## config.mk

```make
export PLATFORM = sky130hd
export DESIGN_NAME = stuffed_frame_receiver_flat
export DESIGN_NICKNAME = d
export VERILOG_FILES = /design/src/hw/rtl/sfr_pkg.sv /design/src/hw/rtl/sfr_if.sv /design/src/hw/rtl/stuffed_frame_receiver.sv /design/src/hw/rtl/sfr_in_reg.sv /design/src/hw/rtl/sfr_engine.sv /design/src/flat_wrapper.sv
export SDC_FILE = /design/constraint.sdc
export NUM_CORES = 1
export LEC_CHECK = 0
export BUFFER_PORTS_ARGS = -buffer_cell sky130_fd_sc_hd__buf_2
export CORE_UTILIZATION = 43
export CTS_CLUSTER_SIZE = 30
export DETAILED_ROUTE_END_ITERATION = 6
export PLACE_DENSITY = 0.58
export SYNTH_ARGS = -nofsm -noshare
export SYNTH_HDL_FRONTEND = slang
export SYNTH_SLANG_ARGS = --single-unit
export TNS_END_PERCENT = 10
```

## constraint.sdc

```tcl
create_clock -name clk -period 4.52 [get_ports clk]
set_input_delay 0.904 -clock clk [delete_from_list [all_inputs] [get_ports clk]]
set_output_delay 0.904 -clock clk [all_outputs]
set_load 0.03 [all_outputs]
```

## src/hw/rtl/sfr_pkg.sv

```systemverilog
package sfr_pkg;

	localparam int DATA_W  = 8;
	localparam int KIND_W  = 2;
	localparam int TYPE_W  = 3;
	localparam int COUNT_W = 11;
	localparam int ERR_W   = 3;

	// Line bytes
	localparam logic [DATA_W-1:0] FLAG_BYTE     = 8'h7e;
	localparam logic [DATA_W-1:0] ESC_BYTE      = 8'h7d;
	localparam logic [DATA_W-1:0] ESC_FLAG_BYTE = 8'h5e;
	localparam logic [DATA_W-1:0] ESC_ESC_BYTE  = 8'h5d;

	// Address and control bytes
	localparam logic [DATA_W-1:0] ADDR_CMD   = 8'h03;
	localparam logic [DATA_W-1:0] ADDR_RSP   = 8'h01;
	localparam logic [DATA_W-1:0] CTL_INFO_0 = 8'h00;
	localparam logic [DATA_W-1:0] CTL_INFO_1 = 8'h40;
	localparam logic [DATA_W-1:0] CTL_SET    = 8'h03;
	localparam logic [DATA_W-1:0] CTL_DISC   = 8'h0b;
	localparam logic [DATA_W-1:0] CTL_UA     = 8'h07;
	localparam logic [DATA_W-1:0] CTL_RR_0   = 8'h05;
	localparam logic [DATA_W-1:0] CTL_RR_1   = 8'h85;
	localparam logic [DATA_W-1:0] CTL_REJ_0  = 8'h01;
	localparam logic [DATA_W-1:0] CTL_REJ_1  = 8'h81;

	// Result kinds
	localparam logic [KIND_W-1:0] K_DATA   = 2'd0;
	localparam logic [KIND_W-1:0] K_ACCEPT = 2'd1;
	localparam logic [KIND_W-1:0] K_REJECT = 2'd2;

	// Frame types
	localparam logic [TYPE_W-1:0] T_INFO = 3'd0;
	localparam logic [TYPE_W-1:0] T_SET  = 3'd1;
	localparam logic [TYPE_W-1:0] T_DISC = 3'd2;
	localparam logic [TYPE_W-1:0] T_UA   = 3'd3;
	localparam logic [TYPE_W-1:0] T_RR   = 3'd4;
	localparam logic [TYPE_W-1:0] T_REJ  = 3'd5;
	localparam logic [TYPE_W-1:0] T_NONE = 3'd7;

	// Error codes
	localparam logic [ERR_W-1:0] E_NONE     = 3'd0;
	localparam logic [ERR_W-1:0] E_CHECK    = 3'd1;
	localparam logic [ERR_W-1:0] E_EMPTY    = 3'd2;
	localparam logic [ERR_W-1:0] E_OVERFLOW = 3'd3;
	localparam logic [ERR_W-1:0] E_ESCAPE   = 3'd4;

	typedef struct packed {
		logic [KIND_W-1:0]  kind;
		logic [DATA_W-1:0]  data_byte;
		logic [TYPE_W-1:0]  frame_type;
		logic               sequence_bit;
		logic [COUNT_W-1:0] payload_count;
		logic [ERR_W-1:0]   error_code;
	} result_t;

endpackage

```

## src/hw/rtl/sfr_if.sv

```systemverilog
interface sfr_byte_if;
	logic                      valid;
	logic                      ready;
	logic [sfr_pkg::DATA_W-1:0] rx_byte;

	modport source (output valid, output rx_byte, input ready);
	modport sink (input valid, input rx_byte, output ready);
endinterface

interface sfr_result_if;
	logic                       valid;
	logic                       ready;
	logic [sfr_pkg::KIND_W-1:0]  kind;
	logic [sfr_pkg::DATA_W-1:0]  data_byte;
	logic [sfr_pkg::TYPE_W-1:0]  frame_type;
	logic                       sequence_bit;
	logic [sfr_pkg::COUNT_W-1:0] payload_count;
	logic [sfr_pkg::ERR_W-1:0]   error_code;

	modport source (output valid, output kind, output data_byte, output frame_type,
		output sequence_bit, output payload_count, output error_code, input ready);
	modport sink (input valid, input kind, input data_byte, input frame_type,
		input sequence_bit, input payload_count, input error_code, output ready);
endinterface

```

## src/hw/rtl/stuffed_frame_receiver.sv

```systemverilog
// Channel   Dir  Payload                                      Handshake
// line      in   rx_byte[7:0]                                 valid/ready
// result    out  kind, data_byte, frame_type, sequence_bit,   valid/ready
//                payload_count, error_code
// cfg       in   cfg_wdata (role_is_receiver)                 cfg_we
//
// One line byte per cycle when the result side is ready. A byte is taken into
// the input register and worked on there, its result (if any) landing in the
// output register. The output register sets the rate: a byte moves on only
// when the output register is empty or being emptied in the same cycle.
// Reset puts the receiver in hunt for an opening flag, role set to receiver.
module stuffed_frame_receiver #(
	parameter int MAX_PAYLOAD = 1024
) (
	input  logic clk,
	input  logic arst_n,
	input  logic cfg_we,
	input  logic cfg_wdata,
	sfr_byte_if.sink     line,
	sfr_result_if.source result
);
	import sfr_pkg::*;

	logic              role_q;
	logic              valid_s1;
	logic [DATA_W-1:0] byte_s1;
	logic              advance;
	logic              eng_valid;
	result_t           eng_res;
	logic              out_valid_q;
	result_t           out_q;

	assign advance = !out_valid_q || result.ready;

	always_ff @(posedge clk or negedge arst_n) begin
		if (!arst_n) begin
			role_q <= 1'b1;
		end else if (cfg_we) begin
			role_q <= cfg_wdata;
		end
	end

	sfr_in_reg u_in_reg (
		.clk      (clk),
		.arst_n   (arst_n),
		.line     (line),
		.advance  (advance),
		.valid_s1 (valid_s1),
		.byte_s1  (byte_s1)
	);

	sfr_engine #(
		.MAX_PAYLOAD (MAX_PAYLOAD)
	) u_engine (
		.clk              (clk),
		.arst_n           (arst_n),
		.step             (valid_s1 && advance),
		.rx_byte          (byte_s1),
		.role_is_receiver (role_q),
		.res_valid        (eng_valid),
		.res              (eng_res)
	);

	always_ff @(posedge clk or negedge arst_n) begin
		if (!arst_n) begin
			out_valid_q <= 1'b0;
		end else if (advance) begin
			out_valid_q <= valid_s1 && eng_valid;
		end
	end

	always_ff @(posedge clk) begin
		if (advance && valid_s1 && eng_valid) begin
			out_q <= eng_res;
		end
	end

	assign result.valid         = out_valid_q;
	assign result.kind          = out_q.kind;
	assign result.data_byte     = out_q.data_byte;
	assign result.frame_type    = out_q.frame_type;
	assign result.sequence_bit  = out_q.sequence_bit;
	assign result.payload_count = out_q.payload_count;
	assign result.error_code    = out_q.error_code;

	// A held result must never be overwritten by a byte moving on.
	a_no_overwrite: assert property (@(posedge clk) disable iff (!arst_n)
		out_valid_q && !result.ready |-> !advance)
		else $error("byte advanced over a stalled result");

	a_kind_legal: assert property (@(posedge clk) disable iff (!arst_n)
		out_valid_q |-> (out_q.kind == K_DATA || out_q.kind == K_ACCEPT ||
			out_q.kind == K_REJECT))
		else $error("result kind out of range");

	a_data_clean: assert property (@(posedge clk) disable iff (!arst_n)
		out_valid_q && out_q.kind == K_DATA |->
			out_q.frame_type == T_INFO && out_q.error_code == E_NONE &&
			out_q.payload_count != '0)
		else $error("payload beat with bad side fields");

	a_report_clean: assert property (@(posedge clk) disable iff (!arst_n)
		out_valid_q && out_q.kind != K_DATA |-> out_q.data_byte == '0 &&
			((out_q.kind == K_ACCEPT) == (out_q.error_code == E_NONE)))
		else $error("frame report with inconsistent error code");

endmodule

```

## src/hw/rtl/sfr_in_reg.sv

```systemverilog
module sfr_in_reg (
	input  logic                       clk,
	input  logic                       arst_n,
	sfr_byte_if.sink                   line,
	input  logic                       advance,
	output logic                       valid_s1,
	output logic [sfr_pkg::DATA_W-1:0] byte_s1
);
	import sfr_pkg::*;

	logic accept;

	// The stage takes a new beat when empty or when its byte moves on this cycle.
	assign line.ready = !valid_s1 || advance;
	assign accept     = line.valid && line.ready;

	always_ff @(posedge clk or negedge arst_n) begin
		if (!arst_n) begin
			valid_s1 <= 1'b0;
		end else if (accept) begin
			valid_s1 <= 1'b1;
		end else if (advance) begin
			valid_s1 <= 1'b0;
		end
	end

	always_ff @(posedge clk) begin
		if (accept) begin
			byte_s1 <= line.rx_byte;
		end
	end

endmodule

```

## src/hw/rtl/sfr_engine.sv

```systemverilog
module sfr_engine #(
	parameter int MAX_PAYLOAD = 1024
) (
	input  logic                       clk,
	input  logic                       arst_n,
	input  logic                       step,
	input  logic [sfr_pkg::DATA_W-1:0] rx_byte,
	input  logic                       role_is_receiver,
	output logic                       res_valid,
	output sfr_pkg::result_t           res
);
	import sfr_pkg::*;

	localparam int CNT_W   = $clog2(MAX_PAYLOAD + 1);
	localparam int CNT_X_W = CNT_W + COUNT_W;

	typedef enum logic [3:0] {
		PH_HUNT   = 4'b0001,
		PH_HEADER = 4'b0010,
		PH_CLOSE  = 4'b0100,
		PH_INFO   = 4'b1000
	} phase_t;

	function automatic logic [TYPE_W-1:0] classify(input logic rx_role,
		input logic [DATA_W-1:0] a, input logic [DATA_W-1:0] c);
		logic [TYPE_W-1:0] t;
		t = T_NONE;
		if (rx_role) begin
			if (a == ADDR_CMD) begin
				if (c == CTL_INFO_0 || c == CTL_INFO_1) t = T_INFO;
				else if (c == CTL_SET) t = T_SET;
				else if (c == CTL_DISC) t = T_DISC;
			end else if (a == ADDR_RSP) begin
				if (c == CTL_UA) t = T_UA;
			end
		end else begin
			if (a == ADDR_CMD) begin
				if (c == CTL_UA) t = T_UA;
				else if (c == CTL_REJ_0 || c == CTL_REJ_1) t = T_REJ;
				else if (c == CTL_RR_0 || c == CTL_RR_1) t = T_RR;
			end else if (a == ADDR_RSP) begin
				if (c == CTL_DISC) t = T_DISC;
			end
		end
		return t;
	endfunction

	phase_t              phase_q, phase_d;
	logic [DATA_W-1:0]   hdr_q [2];
	logic [1:0]          hdr_idx_q, hdr_idx_d;
	logic                hdr_we;
	logic                esc_q, esc_d;
	logic                held_valid_q, held_valid_d;
	logic [DATA_W-1:0]   held_q;
	logic                held_we;
	logic [DATA_W-1:0]   xor_q, xor_d;
	logic [CNT_W-1:0]    count_q, count_d;
	logic [TYPE_W-1:0]   type_q, type_d;
	logic                seq_q, seq_d;

	logic                is_flag;
	logic [TYPE_W-1:0]   hdr_type;
	logic                have_d;
	logic [DATA_W-1:0]   dval;
	logic [CNT_W-1:0]    count_inc;
	logic [CNT_X_W-1:0]  count_x, count_inc_x;

	assign is_flag     = (rx_byte == FLAG_BYTE);
	assign hdr_type    = classify(role_is_receiver, hdr_q[0], hdr_q[1]);
	assign count_inc   = count_q + CNT_W'(1);
	assign count_x     = {{COUNT_W{1'b0}}, count_q};
	assign count_inc_x = {{COUNT_W{1'b0}}, count_inc};

	always_comb begin
		phase_d      = phase_q;
		hdr_idx_d    = hdr_idx_q;
		hdr_we       = 1'b0;
		esc_d        = esc_q;
		held_valid_d = held_valid_q;
		held_we      = 1'b0;
		xor_d        = xor_q;
		count_d      = count_q;
		type_d       = type_q;
		seq_d        = seq_q;
		have_d       = 1'b0;
		dval         = rx_byte;
		res_valid    = 1'b0;
		res          = '0;

		unique case (phase_q)
			PH_HUNT: begin
				if (is_flag) begin
					phase_d   = PH_HEADER;
					hdr_idx_d = 2'd0;
				end
			end
			PH_HEADER: begin
				if (is_flag) begin
					hdr_idx_d = 2'd0;
				end else if (!hdr_idx_q[1]) begin
					hdr_we    = 1'b1;
					hdr_idx_d = hdr_idx_q + 2'd1;
				end else begin
					hdr_idx_d = 2'd0;
					if (rx_byte != (hdr_q[0] ^ hdr_q[1]) || hdr_type == T_NONE) begin
						phase_d = PH_HUNT;
					end else begin
						type_d = hdr_type;
						if (hdr_type == T_INFO) seq_d = hdr_q[1][6];
						else if (hdr_type == T_RR || hdr_type == T_REJ) seq_d = hdr_q[1][7];
						else seq_d = 1'b0;
						if (hdr_type == T_INFO) begin
							phase_d      = PH_INFO;
							esc_d        = 1'b0;
							held_valid_d = 1'b0;
							xor_d        = '0;
							count_d      = '0;
						end else begin
							phase_d = PH_CLOSE;
						end
					end
				end
			end
			PH_CLOSE: begin
				phase_d = PH_HUNT;
				if (is_flag) begin
					res_valid        = 1'b1;
					res.kind         = K_ACCEPT;
					res.frame_type   = type_q;
					res.sequence_bit = seq_q;
				end
			end
			PH_INFO: begin
				// Rejects share the frame's sequence bit and the count so far.
				res.frame_type    = T_INFO;
				res.sequence_bit  = seq_q;
				res.payload_count = count_x[COUNT_W-1:0];
				if (is_flag) begin
					phase_d   = PH_HUNT;
					res_valid = 1'b1;
					if (esc_q) begin
						res.kind       = K_REJECT;
						res.error_code = E_ESCAPE;
					end else if (count_q == '0) begin
						res.kind       = K_REJECT;
						res.error_code = E_EMPTY;
					end else if (!held_valid_q || held_q != xor_q) begin
						res.kind       = K_REJECT;
						res.error_code = E_CHECK;
					end else begin
						res.kind = K_ACCEPT;
					end
				end else if (esc_q) begin
					esc_d = 1'b0;
					if (rx_byte == ESC_FLAG_BYTE) begin
						have_d = 1'b1;
						dval   = FLAG_BYTE;
					end else if (rx_byte == ESC_ESC_BYTE) begin
						have_d = 1'b1;
						dval   = ESC_BYTE;
					end else begin
						phase_d        = PH_HUNT;
						res_valid      = 1'b1;
						res.kind       = K_REJECT;
						res.error_code = E_ESCAPE;
					end
				end else if (rx_byte == ESC_BYTE) begin
					esc_d = 1'b1;
				end else begin
					have_d = 1'b1;
				end

				// One byte is always held back: it may turn out to be the check byte.
				if (have_d) begin
					if (!held_valid_q) begin
						held_we      = 1'b1;
						held_valid_d = 1'b1;
					end else if (count_q == CNT_W'(MAX_PAYLOAD)) begin
						phase_d        = PH_HUNT;
						res_valid      = 1'b1;
						res.kind       = K_REJECT;
						res.error_code = E_OVERFLOW;
					end else begin
						held_we           = 1'b1;
						xor_d             = xor_q ^ held_q;
						count_d           = count_inc;
						res_valid         = 1'b1;
						res.kind          = K_DATA;
						res.data_byte     = held_q;
						res.payload_count = count_inc_x[COUNT_W-1:0];
					end
				end
			end
			default: begin
				phase_d = PH_HUNT;
			end
		endcase
	end

	always_ff @(posedge clk or negedge arst_n) begin
		if (!arst_n) begin
			phase_q      <= PH_HUNT;
			hdr_idx_q    <= 2'd0;
			esc_q        <= 1'b0;
			held_valid_q <= 1'b0;
			xor_q        <= '0;
			count_q      <= '0;
			type_q       <= T_INFO;
			seq_q        <= 1'b0;
		end else if (step) begin
			phase_q      <= phase_d;
			hdr_idx_q    <= hdr_idx_d;
			esc_q        <= esc_d;
			held_valid_q <= held_valid_d;
			xor_q        <= xor_d;
			count_q      <= count_d;
			type_q       <= type_d;
			seq_q        <= seq_d;
		end
	end

	always_ff @(posedge clk) begin
		if (step && hdr_we) begin
			hdr_q[hdr_idx_q[0]] <= rx_byte;
		end
		if (step && held_we) begin
			held_q <= dval;
		end
	end

endmodule
```

## src/flat_wrapper.sv

```systemverilog
// flat-port wrapper written by rule: the top's interface ports become plain ports
module stuffed_frame_receiver_flat import sfr_pkg::*;
#(
	parameter int MAX_PAYLOAD = 1024
)
  (clk, arst_n, cfg_we, cfg_wdata, line_valid, line_rx_byte, line_ready, result_valid, result_kind, result_data_byte, result_frame_type, result_sequence_bit, result_payload_count, result_error_code, result_ready);
  sfr_byte_if line_i ();
  sfr_result_if result_i ();
  input  logic clk;
  input  logic arst_n;
  input  logic cfg_we;
  input  logic cfg_wdata;
  input wire logic [$bits(line_i.valid)-1:0] line_valid;
  input wire logic [$bits(line_i.rx_byte)-1:0] line_rx_byte;
  output wire logic [$bits(line_i.ready)-1:0] line_ready;
  output wire logic [$bits(result_i.valid)-1:0] result_valid;
  output wire logic [$bits(result_i.kind)-1:0] result_kind;
  output wire logic [$bits(result_i.data_byte)-1:0] result_data_byte;
  output wire logic [$bits(result_i.frame_type)-1:0] result_frame_type;
  output wire logic [$bits(result_i.sequence_bit)-1:0] result_sequence_bit;
  output wire logic [$bits(result_i.payload_count)-1:0] result_payload_count;
  output wire logic [$bits(result_i.error_code)-1:0] result_error_code;
  input wire logic [$bits(result_i.ready)-1:0] result_ready;
  assign line_i.valid = line_valid;
  assign line_i.rx_byte = line_rx_byte;
  assign line_ready = line_i.ready;
  assign result_valid = result_i.valid;
  assign result_kind = result_i.kind;
  assign result_data_byte = result_i.data_byte;
  assign result_frame_type = result_i.frame_type;
  assign result_sequence_bit = result_i.sequence_bit;
  assign result_payload_count = result_i.payload_count;
  assign result_error_code = result_i.error_code;
  assign result_i.ready = result_ready;
  stuffed_frame_receiver #(.MAX_PAYLOAD(MAX_PAYLOAD)) u_core (.clk(clk), .arst_n(arst_n), .cfg_we(cfg_we), .cfg_wdata(cfg_wdata), .line(line_i), .result(result_i));
endmodule
```

==> out/metrics.csv <==
metric,value,unit
Tmin final,3.11,ns
drc violations,0,
Core Box Area,10800,sq um
cell taking the most area after synthesis,edfxtp_1,
Hold WS,0.472,ns
routed len/inst,16.8,um
worst path cell trace,and4b_1 -> nand4_1 -> nor4b_1 -> nor2_1 -> nor3_2 -> buf_4,
pre-CTS setup slack,1.45,ns
"Area growth, synth to finish",9.83,%
H-tree Lvls,3,
sequential-to-total area share from yosys stat,0.556,
grt ovf,0,
I/O pin total,44,
first-pass GRT wire length,16300,um
CTS sink cnt,94,
critical path data required time,4.57,ns
peak fanout along the critical path,17,
clk_lat worst skew,0.37,ns
syn avg cell area,11.4,sq um
die area,11500,sq um
Synth Area in Simple Gates,0.195,
WS Path Type,register to register,
number of gates resized after cts,0,
row count,38,
share of flip-flops with an asynchronous set or reset,0.362,
Synth Register Bits,94,
Synth top area share,0.377,
post-DR vias/cell,5.57,
RSZ-0062 raised after global routing,false,
Mapped Cells,420,
HPWL Detailed,7120,um
status,finished clean,
compound-gate portion of the synthesized area,0.128,
1st-iter DRT viols,179,
"most common cell after layout, fill and taps aside",edfxtp_1,
Setup TNS Final,0,ns
number of flops mapped to enable cells by yosys,60,
crit path DAT,3.17,ns
Final Max Slew Viols,0,
final setup violation count,0,
TritonCTS clock tree,done,
sequential cell area,2660,sq um
clk slew on worst S/H paths,0.09,ns
fraction of layout cells with a size suffix above 1,0.184,
PortBufs,43,
"Largest delay share family, worst path",simple AND/OR/NAND/NOR gates,
mux cell area share after synthesis,0.0118,
final hold violations,0,
Worst Hold Class,register to register,
Design Power,1460,uW
Rel. slew slack,0.156,
ys flop type,edfxtp_1,
Least-Margin Pin Slew,1.26,ns
clock root buffer,clkbuf_8,
Setup WS post-layout,1.41,ns
Post-Syn Area,4770,sq um
area of the multi-input gates,1950,sq um
YS warnings,0,
Num CTS Buffers,9,
vias in the first global route,3154,
"IR drop worst, VDD",0.000167,V
Die Wd,107,um
distinct cell type count after synthesis,74,
post-route antenna net violation count,0,
die outline height,107,um
Worst Setup End Kind,register,
main area contributors after synthesis,"edfxtp_1, dfrtp_1, xnor3_1",
Initial Utilization,0.440,
Synth Area in Adders,0.00524,
largest net degree at the start of global routing,35,
global-route usage over all layers,0.188,
Post-CTS Setup Bufs,0,
antenna violations before repair,0,
Max Cap Viol,0,
CP Buf/Inv Count,1,
diode count,0,
Startpoint Class,register,
largest family of logic cells by synthesized area,simple AND/OR/NAND/NOR gates,
maximum clock path buffer count,2,
Post-Synth XOR/XNOR Area,0.0679,
leakage,0.00216,uW
Routability Congestion,0.859,
Tcrit/Tclk final,0.689,
Fillers,1004,
Hold Buf Count CTS,0,
via count,3350,
Nets,472,
Worst Skew,0.0122,ns
Fmax achieved,321,MHz
power per standard cell area,279,nW/um^2
Routed WL,10100,um
drt pass-1 iters,7,
Crit-path slowest cell,nor4b_1,
"commonest non-fill, non-tap cells in the layout","edfxtp_1, buf_2, nor2_1",
syn nets,436,
slowest cell delay on critical path,0.87,ns
==> cell usage after synthesis, types with 3 or more instances <==
master	instances
and3_1	8
and2_1	7
edfxtp_1	60
dfrtp_1	32
or3_1	6
o31ai_1	14
nand3b_1	3
clkbuf_1	16
xor2_1	8
o21ai_0	25
nor2_1	36
a21o_1	8
a21oi_1	20
xnor3_1	7
mux2i_1	3
nor3_1	7
nor2b_1	3
o22a_1	5
a31oi_1	3
nand2b_1	5
nor4_1	5
xnor2_1	8
inv_1	16
nand3_1	16
nand4_1	7
nand2_1	30
==> metrics by stage <==
| step | utilization | cells | area (sq um) |
|---|---|---|---|
| detailed placement | 0.469 | 585 | 5080 |
| global route | 0.484 | 601 | 5240 |
| finish | 0.484 | 601 | 5240 |
| CTS | 0.484 | 601 | 5240 |
| floorplan | - | 420 | 4770 |
| global placement | 0.469 | 585 | 5080 |
==> registers in the layout, indices dropped and copies added, names as in the netlist, 2 cells and up <==
| name | flops |
|---|---|
| u_core.u_engine.hdr_idx_q | 2 |
| u_core.result.frame_type | 3 |
| u_core.u_engine.count_q | 11 |
| u_core.u_engine.type_q | 3 |
| u_core.result.data_byte | 8 |
| u_core.u_engine.phase_q | 4 |
| u_core.u_engine.hdr_q | 16 |
| u_core.u_engine.xor_q | 8 |
| u_core.result.kind | 2 |
| u_core.result.payload_count | 11 |
| u_core.u_in_reg.byte_s1 | 8 |
| u_core.result.error_code | 3 |
| u_core.u_engine.held_q | 8 |
==> kinds of logic (layout without fill, tap and decap cells) <==
group / count (synthesis) / in the layout
buffers and inverters: 37 / 78
xor gates and xnor gates: 24 / 24
DFF: 94 / 94
muxes: 5 / 5
adders and majority gates: 2 / 2
AOI/OAI and AO/OA: 94 / 94
and+or+nand+nor: 164 / 164
==> area by class of cell <==
type	instances	area share
flip-flops and latches	94	0.506
repair buffers	46	0.0453
clock inverters	4	0.00477
multi-input cells	289	0.373
well taps	140	0.0334
clock buffers	12	0.0258
inverters	16	0.0115
==> metal layers <==
layer	wire [um]	GRT usage	share of wire	vias up
li1	-	-	-	1634
met3	531	0.0345	0.053	10
met4	125	0.0685	0.012	0
met1	4690	0.262	0.46	1611
met5	0	0	0	-
met2	4750	0.295	0.47	95
==> power by group <==
group	leakage [uW]	internal (uW)	switching [uW]	total [uW]
combinational	0.00101	22.9	20.0	42.9
clock	0.0000780	199	285	484
sequential	0.00106	922	15.4	937
total	0.00216	1140	320	1460
==> worst paths after layout <==
kind / slack (ns) / start / depth (start not counted) / end
worst max-delay path: 1.41 / u_core.u_in_reg.byte_s1[7] / 6 / u_core.result.payload_count[2]
worst min-delay path: 0.47 / u_core.u_engine.type_q[0] / 1 / u_core.u_engine.type_q[0]
worst max register to register: 1.41 / u_core.u_in_reg.byte_s1[7] / 6 / u_core.result.payload_count[2]
worst min register to register: 0.47 / u_core.u_engine.type_q[0] / 1 / u_core.u_engine.type_q[0]
max in group asynchronous: 3.32 / arst_n / 1 / u_core.u_engine.count_q[10]
min in group asynchronous: 0.65 / arst_n / 1 / u_core.u_engine.hdr_idx_q[1]
Note: power is estimated with default switching activity, not from simulation.
